--- config.mk ---
export PLATFORM = sky130hd
export DESIGN_NAME = color_sort_intake_controller
export DESIGN_NICKNAME = d
export VERILOG_FILES = /design/src/csic_pkg.sv /design/src/csic_step.sv /design/src/color_sort_intake_controller.sv
export SDC_FILE = /design/constraint.sdc
export NUM_CORES = 2
export LEC_CHECK = 0
export BUFFER_PORTS_ARGS = -buffer_cell sky130_fd_sc_hd__buf_4
export CORE_MARGIN = 2
export CORE_UTILIZATION = 55
export DETAILED_ROUTE_END_ITERATION = 10
export GPL_TIMING_DRIVEN = 0
export PLACE_DENSITY = 0.69
export SLEW_MARGIN = 0
export SYNTH_ARGS = -nofsm -noshare
export SYNTH_HDL_FRONTEND = slang
export SYNTH_HIERARCHICAL = 1
export SYNTH_SLANG_ARGS = --single-unit
--- constraint.sdc ---
create_clock -name clk -period 20.8 [get_ports clk]
set_input_delay 0 -clock clk [delete_from_list [all_inputs] [get_ports clk]]
set_output_delay 0 -clock clk [all_outputs]
set_load 0.02 [all_outputs]
--- src/csic_pkg.sv ---
package csic_pkg;

  localparam int TIME_BITS     = 32;
  localparam int POSITION_BITS = 32;

  localparam logic [2:0] CMD_TICK       = 3'd0;
  localparam logic [2:0] CMD_ROUTE_ONE  = 3'd1;
  localparam logic [2:0] CMD_ROUTE_BOTH = 3'd2;
  localparam logic [2:0] CMD_STOP       = 3'd3;
  localparam logic [2:0] CMD_REVERSE    = 3'd4;

  localparam logic [1:0] TGT_KEEP   = 2'd0;
  localparam logic [1:0] TGT_KICK   = 2'd1;
  localparam logic [1:0] TGT_LIFT   = 2'd2;
  localparam logic [1:0] TGT_UNUSED = 2'd3;

  localparam logic COLOR_RED  = 1'b0;
  localparam logic COLOR_BLUE = 1'b1;

  localparam logic [2:0] REG_KICK_INTAKE = 3'd0;
  localparam logic [2:0] REG_KICK_HOLD   = 3'd1;
  localparam logic [2:0] REG_LIFT_REV    = 3'd2;
  localparam logic [2:0] REG_LIFT_TRAVEL = 3'd3;
  localparam logic [2:0] REG_PROX_THRESH = 3'd4;
  localparam logic [2:0] REG_RED_WINDOW  = 3'd5;

  localparam logic [2:0] MODE_CODE_IDLE     = 3'd0;
  localparam logic [2:0] MODE_CODE_REVERSE  = 3'd1;
  localparam logic [2:0] MODE_CODE_FILTER   = 3'd2;
  localparam logic [2:0] MODE_CODE_TO_KICK  = 3'd3;
  localparam logic [2:0] MODE_CODE_KICKING  = 3'd4;
  localparam logic [2:0] MODE_CODE_TO_LIFT  = 3'd5;
  localparam logic [2:0] MODE_CODE_LIFT_REV = 3'd6;

  localparam logic signed [7:0] DRIVE_FWD  = 8'sd127;
  localparam logic signed [7:0] DRIVE_REV  = -8'sd127;
  localparam logic signed [7:0] DRIVE_STOP = 8'sd0;

  localparam logic [8:0] HUE_FULL = 9'd360;
  localparam logic [8:0] HUE_HALF = 9'd180;

  typedef enum logic [6:0] {
    M_IDLE     = 7'b0000001,
    M_REVERSE  = 7'b0000010,
    M_FILTER   = 7'b0000100,
    M_TO_KICK  = 7'b0001000,
    M_KICKING  = 7'b0010000,
    M_TO_LIFT  = 7'b0100000,
    M_LIFT_REV = 7'b1000000
  } mode_t;

  typedef struct packed {
    mode_t                     mode;
    logic [1:0]                red_route;
    logic [1:0]                blue_route;
    logic                      held_color;
    logic [TIME_BITS-1:0]      entry_time;
    logic [POSITION_BITS-1:0]  entry_pos;
    logic signed [7:0]         drive;
    logic                      kicker;
  } csic_state_t;

  typedef struct packed {
    logic [2:0]                cmd;
    logic [TIME_BITS-1:0]      now;
    logic [POSITION_BITS-1:0]  pos;
    logic [7:0]                prox;
    logic [8:0]                hue;
    logic                      color;
    logic [1:0]                target;
  } csic_item_t;

  typedef struct packed {
    logic [15:0] kick_intake;
    logic [15:0] kick_hold;
    logic [15:0] lift_reverse;
    logic [19:0] lift_travel;
    logic [7:0]  prox_thresh;
    logic [7:0]  red_window;
  } csic_cfg_t;

endpackage

--- src/csic_step.sv ---
module csic_step
  import csic_pkg::*;
(
  input  csic_state_t state_i,
  input  csic_item_t  item_i,
  input  csic_cfg_t   cfg_i,
  output csic_state_t state_o
);

  function automatic csic_state_t enter_mode(csic_state_t s, mode_t nxt, csic_item_t it);
    csic_state_t r;
    r = s;
    if (nxt != s.mode) begin
      if (s.mode == M_KICKING) begin
        r.kicker = 1'b0;
      end
      if (nxt == M_TO_KICK || nxt == M_KICKING || nxt == M_TO_LIFT || nxt == M_LIFT_REV) begin
        r.entry_time = it.now;
        r.entry_pos  = it.pos;
      end
      if (nxt == M_KICKING) begin
        r.kicker = 1'b1;
      end
      r.mode = nxt;
    end
    return r;
  endfunction

  function automatic logic time_over(csic_state_t s, csic_item_t it, logic [15:0] limit);
    logic [TIME_BITS-1:0] elapsed;
    elapsed = it.now - s.entry_time;
    return elapsed > TIME_BITS'(limit);
  endfunction

  function automatic logic travel_over(csic_state_t s, csic_item_t it, logic [19:0] limit);
    logic [POSITION_BITS-1:0] d;
    d = it.pos - s.entry_pos;
    return !d[POSITION_BITS-1] && (32'(d) > 32'(limit));
  endfunction

  function automatic csic_state_t evaluate(csic_state_t s, csic_item_t it, csic_cfg_t c);
    csic_state_t r;
    logic [8:0]  h;
    logic [8:0]  hue_gap;
    logic        color;
    logic [1:0]  dest;
    r = s;
    h = (it.hue >= HUE_FULL) ? it.hue - HUE_FULL : it.hue;
    hue_gap = (h <= HUE_HALF) ? h : HUE_FULL - h;
    color = (hue_gap < {1'b0, c.red_window}) ? COLOR_RED : COLOR_BLUE;
    dest = (color == COLOR_BLUE) ? s.blue_route : s.red_route;
    unique case (s.mode)
      M_IDLE: begin
        r.drive = DRIVE_STOP;
      end
      M_REVERSE: begin
        r.drive = DRIVE_REV;
      end
      M_FILTER: begin
        r.drive = DRIVE_FWD;
        if (it.prox >= c.prox_thresh) begin
          if (dest == TGT_KICK) begin
            r.held_color = color;
            r = enter_mode(r, M_TO_KICK, it);
          end else if (dest == TGT_LIFT) begin
            r.held_color = color;
            r = enter_mode(r, M_TO_LIFT, it);
          end
        end
      end
      M_TO_KICK: begin
        r.drive = DRIVE_FWD;
        if (time_over(s, it, c.kick_intake)) begin
          r = enter_mode(r, M_KICKING, it);
        end
      end
      M_KICKING: begin
        r.drive = DRIVE_FWD;
        if (time_over(s, it, c.kick_hold)) begin
          r = enter_mode(r, M_FILTER, it);
        end
      end
      M_TO_LIFT: begin
        r.drive = DRIVE_FWD;
        if (travel_over(s, it, c.lift_travel)) begin
          r = enter_mode(r, M_LIFT_REV, it);
        end
      end
      M_LIFT_REV: begin
        r.drive = DRIVE_REV;
        if (time_over(s, it, c.lift_reverse)) begin
          r = enter_mode(r, M_FILTER, it);
        end
      end
      default: begin
        r = s;
      end
    endcase
    return r;
  endfunction

  function automatic csic_state_t route(csic_state_t s, logic color, logic [1:0] target,
                                        csic_item_t it);
    csic_state_t r;
    logic [1:0]  tgt;
    r = s;
    tgt = (target == TGT_UNUSED) ? TGT_KEEP : target;
    if (s.mode == M_IDLE || s.mode == M_REVERSE) begin
      r.red_route  = TGT_KEEP;
      r.blue_route = TGT_KEEP;
      if (color == COLOR_BLUE) begin
        r.blue_route = tgt;
      end else begin
        r.red_route = tgt;
      end
      r = enter_mode(r, M_FILTER, it);
    end else begin
      if (color == COLOR_BLUE) begin
        r.blue_route = tgt;
      end else begin
        r.red_route = tgt;
      end
      if (color == s.held_color) begin
        if (s.mode == M_TO_KICK) begin
          if (tgt == TGT_LIFT) begin
            r = enter_mode(r, M_TO_LIFT, it);
          end else if (tgt == TGT_KEEP) begin
            r = enter_mode(r, M_FILTER, it);
          end
        end else if (s.mode == M_TO_LIFT) begin
          if (tgt == TGT_KICK) begin
            r = enter_mode(r, M_TO_KICK, it);
          end else if (tgt == TGT_KEEP) begin
            r = enter_mode(r, M_FILTER, it);
          end
        end
      end
    end
    return r;
  endfunction

  csic_state_t eval1;
  csic_state_t eval2;
  csic_state_t eval3;
  csic_state_t tick_st;
  csic_state_t both_st;
  csic_state_t halt_st;

  // A mode change on a tick runs the new mode again, at most three passes.
  always_comb begin
    eval1 = evaluate(state_i, item_i, cfg_i);
    eval2 = evaluate(eval1, item_i, cfg_i);
    eval3 = evaluate(eval2, item_i, cfg_i);
    if (eval1.mode == state_i.mode) begin
      tick_st = eval1;
    end else if (eval2.mode == eval1.mode) begin
      tick_st = eval2;
    end else begin
      tick_st = eval3;
    end
    both_st = route(route(state_i, COLOR_RED, item_i.target, item_i),
                    COLOR_BLUE, item_i.target, item_i);
    halt_st = enter_mode(state_i, (item_i.cmd == CMD_STOP) ? M_IDLE : M_REVERSE, item_i);
    halt_st.red_route  = TGT_KEEP;
    halt_st.blue_route = TGT_KEEP;
  end

  always_comb begin
    unique case (item_i.cmd)
      CMD_TICK:       state_o = tick_st;
      CMD_ROUTE_ONE:  state_o = route(state_i, item_i.color, item_i.target, item_i);
      CMD_ROUTE_BOTH: state_o = both_st;
      CMD_STOP:       state_o = halt_st;
      CMD_REVERSE:    state_o = halt_st;
      default:        state_o = state_i;
    endcase
  end

endmodule

--- src/color_sort_intake_controller.sv ---
// An accepted transfer is held in the input register, then its result in the output register.
// Throughput: one item per cycle unless the output stalls; the state update for an item
// is a single registered pass. An input register and an output register decouple the
// channels, so a stalled result still lets one further item be taken.
// Reset (rst_n low, synchronous): idle mode, all routes keep, kicker retracted, drive zero,
// registers at their defaults, both pipeline registers empty.
module color_sort_intake_controller
  import csic_pkg::*;
(
  input  logic               clk,
  input  logic               rst_n,
  input  logic               in_valid,
  output logic               in_ready,
  input  logic [2:0]         in_command,
  input  logic [31:0]        in_now_ms,
  input  logic signed [31:0] in_motor_position,
  input  logic [7:0]         in_proximity,
  input  logic [8:0]         in_hue,
  input  logic               in_route_color,
  input  logic [1:0]         in_route_target,
  output logic               out_valid,
  input  logic               out_ready,
  output logic signed [7:0]  out_motor_drive,
  output logic               out_kicker_on,
  output logic               out_led_on,
  output logic [2:0]         out_mode_now,
  output logic [1:0]         out_red_target,
  output logic [1:0]         out_blue_target,
  input  logic               cfg_psel,
  input  logic               cfg_penable,
  input  logic               cfg_pwrite,
  input  logic [4:0]         cfg_paddr,
  input  logic [31:0]        cfg_pwdata,
  output logic [31:0]        cfg_prdata,
  output logic               cfg_pready
);

  csic_cfg_t   cfg_r;
  csic_item_t  item_r;
  logic        item_vld_r;
  csic_state_t state_r;
  csic_state_t state_nxt;
  logic        advance;
  logic        cfg_wr;
  logic [2:0]  cfg_idx;
  logic [2:0]  mode_code;

  logic              out_valid_r;
  logic signed [7:0] out_drive_r;
  logic              out_kicker_r;
  logic              out_led_r;
  logic [2:0]        out_mode_r;
  logic [1:0]        out_red_r;
  logic [1:0]        out_blue_r;

  assign cfg_pready = 1'b1;
  assign cfg_idx    = cfg_paddr[4:2];
  assign cfg_wr     = cfg_psel && cfg_penable && cfg_pwrite && cfg_pready;

  always_ff @(posedge clk) begin
    if (!rst_n) begin
      cfg_r.kick_intake  <= 16'd0;
      cfg_r.kick_hold    <= 16'd0;
      cfg_r.lift_reverse <= 16'd0;
      cfg_r.lift_travel  <= 20'd0;
      cfg_r.prox_thresh  <= 8'd200;
      cfg_r.red_window   <= 8'd60;
    end else if (cfg_wr) begin
      unique case (cfg_idx)
        REG_KICK_INTAKE: cfg_r.kick_intake  <= cfg_pwdata[15:0];
        REG_KICK_HOLD:   cfg_r.kick_hold    <= cfg_pwdata[15:0];
        REG_LIFT_REV:    cfg_r.lift_reverse <= cfg_pwdata[15:0];
        REG_LIFT_TRAVEL: cfg_r.lift_travel  <= cfg_pwdata[19:0];
        REG_PROX_THRESH: cfg_r.prox_thresh  <= cfg_pwdata[7:0];
        REG_RED_WINDOW:  cfg_r.red_window   <= cfg_pwdata[7:0];
        default: begin
        end
      endcase
    end
  end

  always_comb begin
    unique case (cfg_idx)
      REG_KICK_INTAKE: cfg_prdata = {16'd0, cfg_r.kick_intake};
      REG_KICK_HOLD:   cfg_prdata = {16'd0, cfg_r.kick_hold};
      REG_LIFT_REV:    cfg_prdata = {16'd0, cfg_r.lift_reverse};
      REG_LIFT_TRAVEL: cfg_prdata = {12'd0, cfg_r.lift_travel};
      REG_PROX_THRESH: cfg_prdata = {24'd0, cfg_r.prox_thresh};
      REG_RED_WINDOW:  cfg_prdata = {24'd0, cfg_r.red_window};
      default:         cfg_prdata = 32'd0;
    endcase
  end

  assign advance   = item_vld_r && (!out_valid_r || out_ready);
  assign in_ready  = !item_vld_r || advance;
  assign out_valid = out_valid_r;

  always_ff @(posedge clk) begin
    if (!rst_n) begin
      item_vld_r <= 1'b0;
    end else if (in_ready) begin
      item_vld_r <= in_valid;
    end
  end

  always_ff @(posedge clk) begin
    if (in_valid && in_ready) begin
      item_r.cmd    <= in_command;
      item_r.now    <= in_now_ms[TIME_BITS-1:0];
      item_r.pos    <= in_motor_position[POSITION_BITS-1:0];
      item_r.prox   <= in_proximity;
      item_r.hue    <= in_hue;
      item_r.color  <= in_route_color;
      item_r.target <= in_route_target;
    end
  end

  csic_step u_step (
    .state_i (state_r),
    .item_i  (item_r),
    .cfg_i   (cfg_r),
    .state_o (state_nxt)
  );

  always_ff @(posedge clk) begin
    if (!rst_n) begin
      state_r.mode       <= M_IDLE;
      state_r.red_route  <= TGT_KEEP;
      state_r.blue_route <= TGT_KEEP;
      state_r.held_color <= COLOR_RED;
      state_r.entry_time <= '0;
      state_r.entry_pos  <= '0;
      state_r.drive      <= DRIVE_STOP;
      state_r.kicker     <= 1'b0;
    end else if (advance) begin
      state_r <= state_nxt;
    end
  end

  always_comb begin
    unique case (state_nxt.mode)
      M_IDLE:     mode_code = MODE_CODE_IDLE;
      M_REVERSE:  mode_code = MODE_CODE_REVERSE;
      M_FILTER:   mode_code = MODE_CODE_FILTER;
      M_TO_KICK:  mode_code = MODE_CODE_TO_KICK;
      M_KICKING:  mode_code = MODE_CODE_KICKING;
      M_TO_LIFT:  mode_code = MODE_CODE_TO_LIFT;
      M_LIFT_REV: mode_code = MODE_CODE_LIFT_REV;
      default:    mode_code = MODE_CODE_IDLE;
    endcase
  end

  always_ff @(posedge clk) begin
    if (!rst_n) begin
      out_valid_r <= 1'b0;
    end else if (advance) begin
      out_valid_r <= 1'b1;
    end else if (out_ready) begin
      out_valid_r <= 1'b0;
    end
  end

  always_ff @(posedge clk) begin
    if (advance) begin
      out_drive_r  <= state_nxt.drive;
      out_kicker_r <= state_nxt.kicker;
      out_led_r    <= !(state_nxt.mode == M_IDLE || state_nxt.mode == M_REVERSE);
      out_mode_r   <= mode_code;
      out_red_r    <= state_nxt.red_route;
      out_blue_r   <= state_nxt.blue_route;
    end
  end

  assign out_motor_drive = out_drive_r;
  assign out_kicker_on   = out_kicker_r;
  assign out_led_on      = out_led_r;
  assign out_mode_now    = out_mode_r;
  assign out_red_target  = out_red_r;
  assign out_blue_target = out_blue_r;

`ifndef SYNTHESIS
  a_mode_onehot: assert property (@(posedge clk) disable iff (!rst_n)
    $onehot(state_r.mode))
    else $error("mode register is not one-hot");

  a_kicker_mode: assert property (@(posedge clk) disable iff (!rst_n)
    state_r.kicker == (state_r.mode == M_KICKING))
    else $error("kicker state disagrees with kicking mode");

  a_idle_routes: assert property (@(posedge clk) disable iff (!rst_n)
    (state_r.mode == M_IDLE || state_r.mode == M_REVERSE) |->
      (state_r.red_route == TGT_KEEP && state_r.blue_route == TGT_KEEP))
    else $error("routes set while idle or reversing");

  a_stall_cause: assert property (@(posedge clk) disable iff (!rst_n)
    !in_ready |-> (item_vld_r && out_valid_r && !out_ready))
    else $error("input stalled without a blocked result");

  a_state_hold: assert property (@(posedge clk) disable iff (!rst_n)
    !advance |=> $stable(state_r))
    else $error("state changed without a transfer");
`endif

endmodule
==> flow_summary.yaml <==
route:
  drt_iter0_markers: 6370
  viasPerCell: 6.78
  detail-route-antenna-nets: 0
  drc: 0
  via_count: 41766
  wl_per_cell_um: 24.5
  drt-total-wl_um: 151000
  firstDrtPassIters: 8
timing:
  slew_viol_final: 0
  rsz0062_at_grt: "no"
  fmax_mhz: 49.4
  skew_ns: 0.0301
  min_period_ns: 20.25
  worstMarginPinSlew_ns: 1.33
  finalHoldViolCount: 0
  maxSlewHeadroom_pct: 11.0
  setup-violations-final: 0
  finalCritPeriodShare_pct: 97.4
  whs_ns: 0.0229
global_routing:
  grt_max_degree: 59
  grt_pass1_wl_um: 225000
  antenna_found_initial: 1
  grt_usage_pct: 42.7
  grt_pass1_vias: 37661
  grt_overflow_total: 0
cells_and_area:
  final_common_cell: "a21oi_1"
  drive_gt1_share_pct: 6.93
  final_nets: 5826
  antennaDiodeCount: 0
  finalInstanceArea_mm2: 0.0409
  fillers: 5995
  ff_latch_area_mm2: 0.00655
  mostFrequentLayoutCells: "640 x a21oi_1, 589 x o21ai_0, 410 x ha_1"
  multi_input_area_mm2: 0.0273
  syn_to_final_growth_pct: 13.5
yosys:
  synthCells: 4953
  ys.warnings.count: 6
  ys_seq_area_share_pct: 18.2
  synthDistinctLibCells: 101
  ys_seq_elements: 275
  syn_avg_cell_area_um2: 7.28
  async_flop_share_pct: 0
  synth_top_flop_cell: "dfxtp_1"
  synth-edff-count: 104
  synthesis.area_mm2: 0.0360
flow_run:
  cap_violations: 0
clock_tree:
  cts_tree: "done"
  cts_buffers: 38
  h-tree-depth: 2
  clk_latency_ns: 0.59
  clock_sinks: 275
  path_clk_slew_ns: 0.06
  cts_buffer_depth: 3
  cts-root-buf: "clkbuf_16"
pwr:
  clkPwrFrac_pct: 28.5
  comb_power_share_pct: 44.7
  switchingPower_uw: 959
  ir_drop_v: 0.0000658
  p_sw_share_pct: 41.4
  p_leak_uw: 0.0162
  seqPwrFrac_pct: 26.8
  pwr_density_cell_mw_per_mm2: 56.6
  p_int_uw: 1360
place:
  portBuffers: 154
  dpl_cell_area_mm2: 0.0384
  dp_hpwl_um: 115000
  routabilityCongestion: 1.07
worst_setup_path:
  critPathArrivalTime_ns: 20.66
  max_stage_delay_ns: 0.74
  cp_data_required_time_ns: 21.21
  endpoint_kind: "flop"
  start_kind: "flop"
  critPathTopFamily: "compound AO/OA/AOI/OAI gates"
  ff2ff_setup_slack_ns: 0.55
  cp_num_buf_inv: 6
  path_max_fanout: 10
  cp_slowest_cell: "or4b_2"
  crit_type: "reg2reg"
floorplan:
  floorplan.initialDensity_pct: 55.8
  fp.dieH_um: 260
  die-area_mm2: 0.0676
  chipWidth_um: 260
  rows: 93
  pin_count: 183
  core_area_mm2: 0.0646
hold_path:
  hp-class: "in2reg"
run_status:
  status: "complete, no violations"
logic make-up after synthesis:
family	share of synthesized area [%]
AO/OA/AOI/OAI	36.6
AND/OR/NAND/NOR	16.9
buffers and inverters	6.59
adder cells (fa/ha/maj)	14.6
flip-flops	18.2
multiplexers	4.08
XOR/XNOR	3.01
other	0.0208
path summary, 6_finish.rpt:
check,startpoint,to,cells past startpoint
setup / recovery,item_r[20],out_mode_now[2],78
hold / removal,cfg_paddr[4],cfg_r[50],4
setup reg to reg,item_r[20],out_mode_now[2],78
hold reg to reg,cfg_r[51],cfg_r[51],2
per-layer routing:
metal	track usage [%]	vias up	wire length, um
met5	0	-	13
met4	20.8	2	8340
met3	9.98	514	18200
met2	64.4	2665	63700
met1	57.2	19426	60800
li1	-	19159	-
synth_stat cells (all sizes together), types with 43 or more instances:
master | instances | area share, %
a21o | 108 | 2.3
a21oi | 654 | 9.2
a22o | 67 | 1.6
a22oi | 76 | 1.6
a2bb2oi | 52 | 1.3
buf | 59 | 1.0
clkbuf | 247 | 2.6
dfxtp | 171 | 9.5
edfxtp | 104 | 8.7
ha | 410 | 14
inv | 288 | 3.0
mux2i | 105 | 2.9
nand2 | 357 | 3.7
nand2b | 70 | 1.2
nand3 | 144 | 2.0
nand4 | 62 | 1.1
nor2 | 354 | 3.7
nor2b | 48 | 0.83
nor3 | 65 | 0.90
o21a | 121 | 2.5
o21ai | 600 | 8.3
o22ai | 91 | 1.6
o31ai | 75 | 1.6
xnor2 | 81 | 2.0
xor2 | 43 | 1.0
power by group through the flow:
stage / clock network [uW] / logic [uW] / registers, uW
2_1_floorplan: 0 / 687 / 616
3_3_place_gp: 0 / 947 / 630
3_5_place_dp: 0 / 963 / 629
4_1_cts: 660 / 992 / 618
5_1_grt: 684 / 1130 / 622
6_report: 660 / 1040 / 620
per-stage QoR:
stage / power, uW / worst slack, ns / util (%) / instances / TNS (ns)
after floorplan: 1300 / 5.92 / - / 4964 / 0
after global placement: 1580 / -1.55 / 59.3 / 5973 / -78.55
after detailed placement: 1590 / -1.53 / 59.4 / 5976 / -78.05
after CTS: 2270 / 0.0785 / 63.2 / 6162 / 0
after global routing: 2430 / 0.00323 / 63.4 / 6162 / 0
final: 2320 / 0.550 / 63.4 / 6162 / 0
state kept, by name, indices dropped and copies added, names as in the netlist:
register,cells
state_r,85
item_r,87
out_kicker_on,1
cfg_r,84
item_vld_r,1
out_mode_now,3
out_motor_drive,8
out_blue_target,2
out_led_on,1
out_valid,1
out_red_target,2
cell type report:
class,instances,area share [%]
Multi-Input combinational cell,4094,66.7
Clock buffer,48,2.47
Sequential cell,275,16.0
Inverter,289,2.65
Clock inverter,20,0.498
Buffer,305,3.19
Timing Repair Buffer,276,5.84
Tap cell,855,2.61
tightest hold or removal path, delay by kind of cell:
kind,cells,cell delay [ns]
mux,1,0.12
simple gates,2,0.28
buf+inv,1,0.14
what timing repair did:
action / CTS / global route
gates resized for setup: 14 / 33
hold buffers: 117 / 0
setup buffers: 2 / 0
endpoints found under the hold margin: 172 / 0
pin swaps: 1 / 0
endpoints found under the setup margin: 65 / 65
No activity file was read; power rests on OpenSTA's default activity.
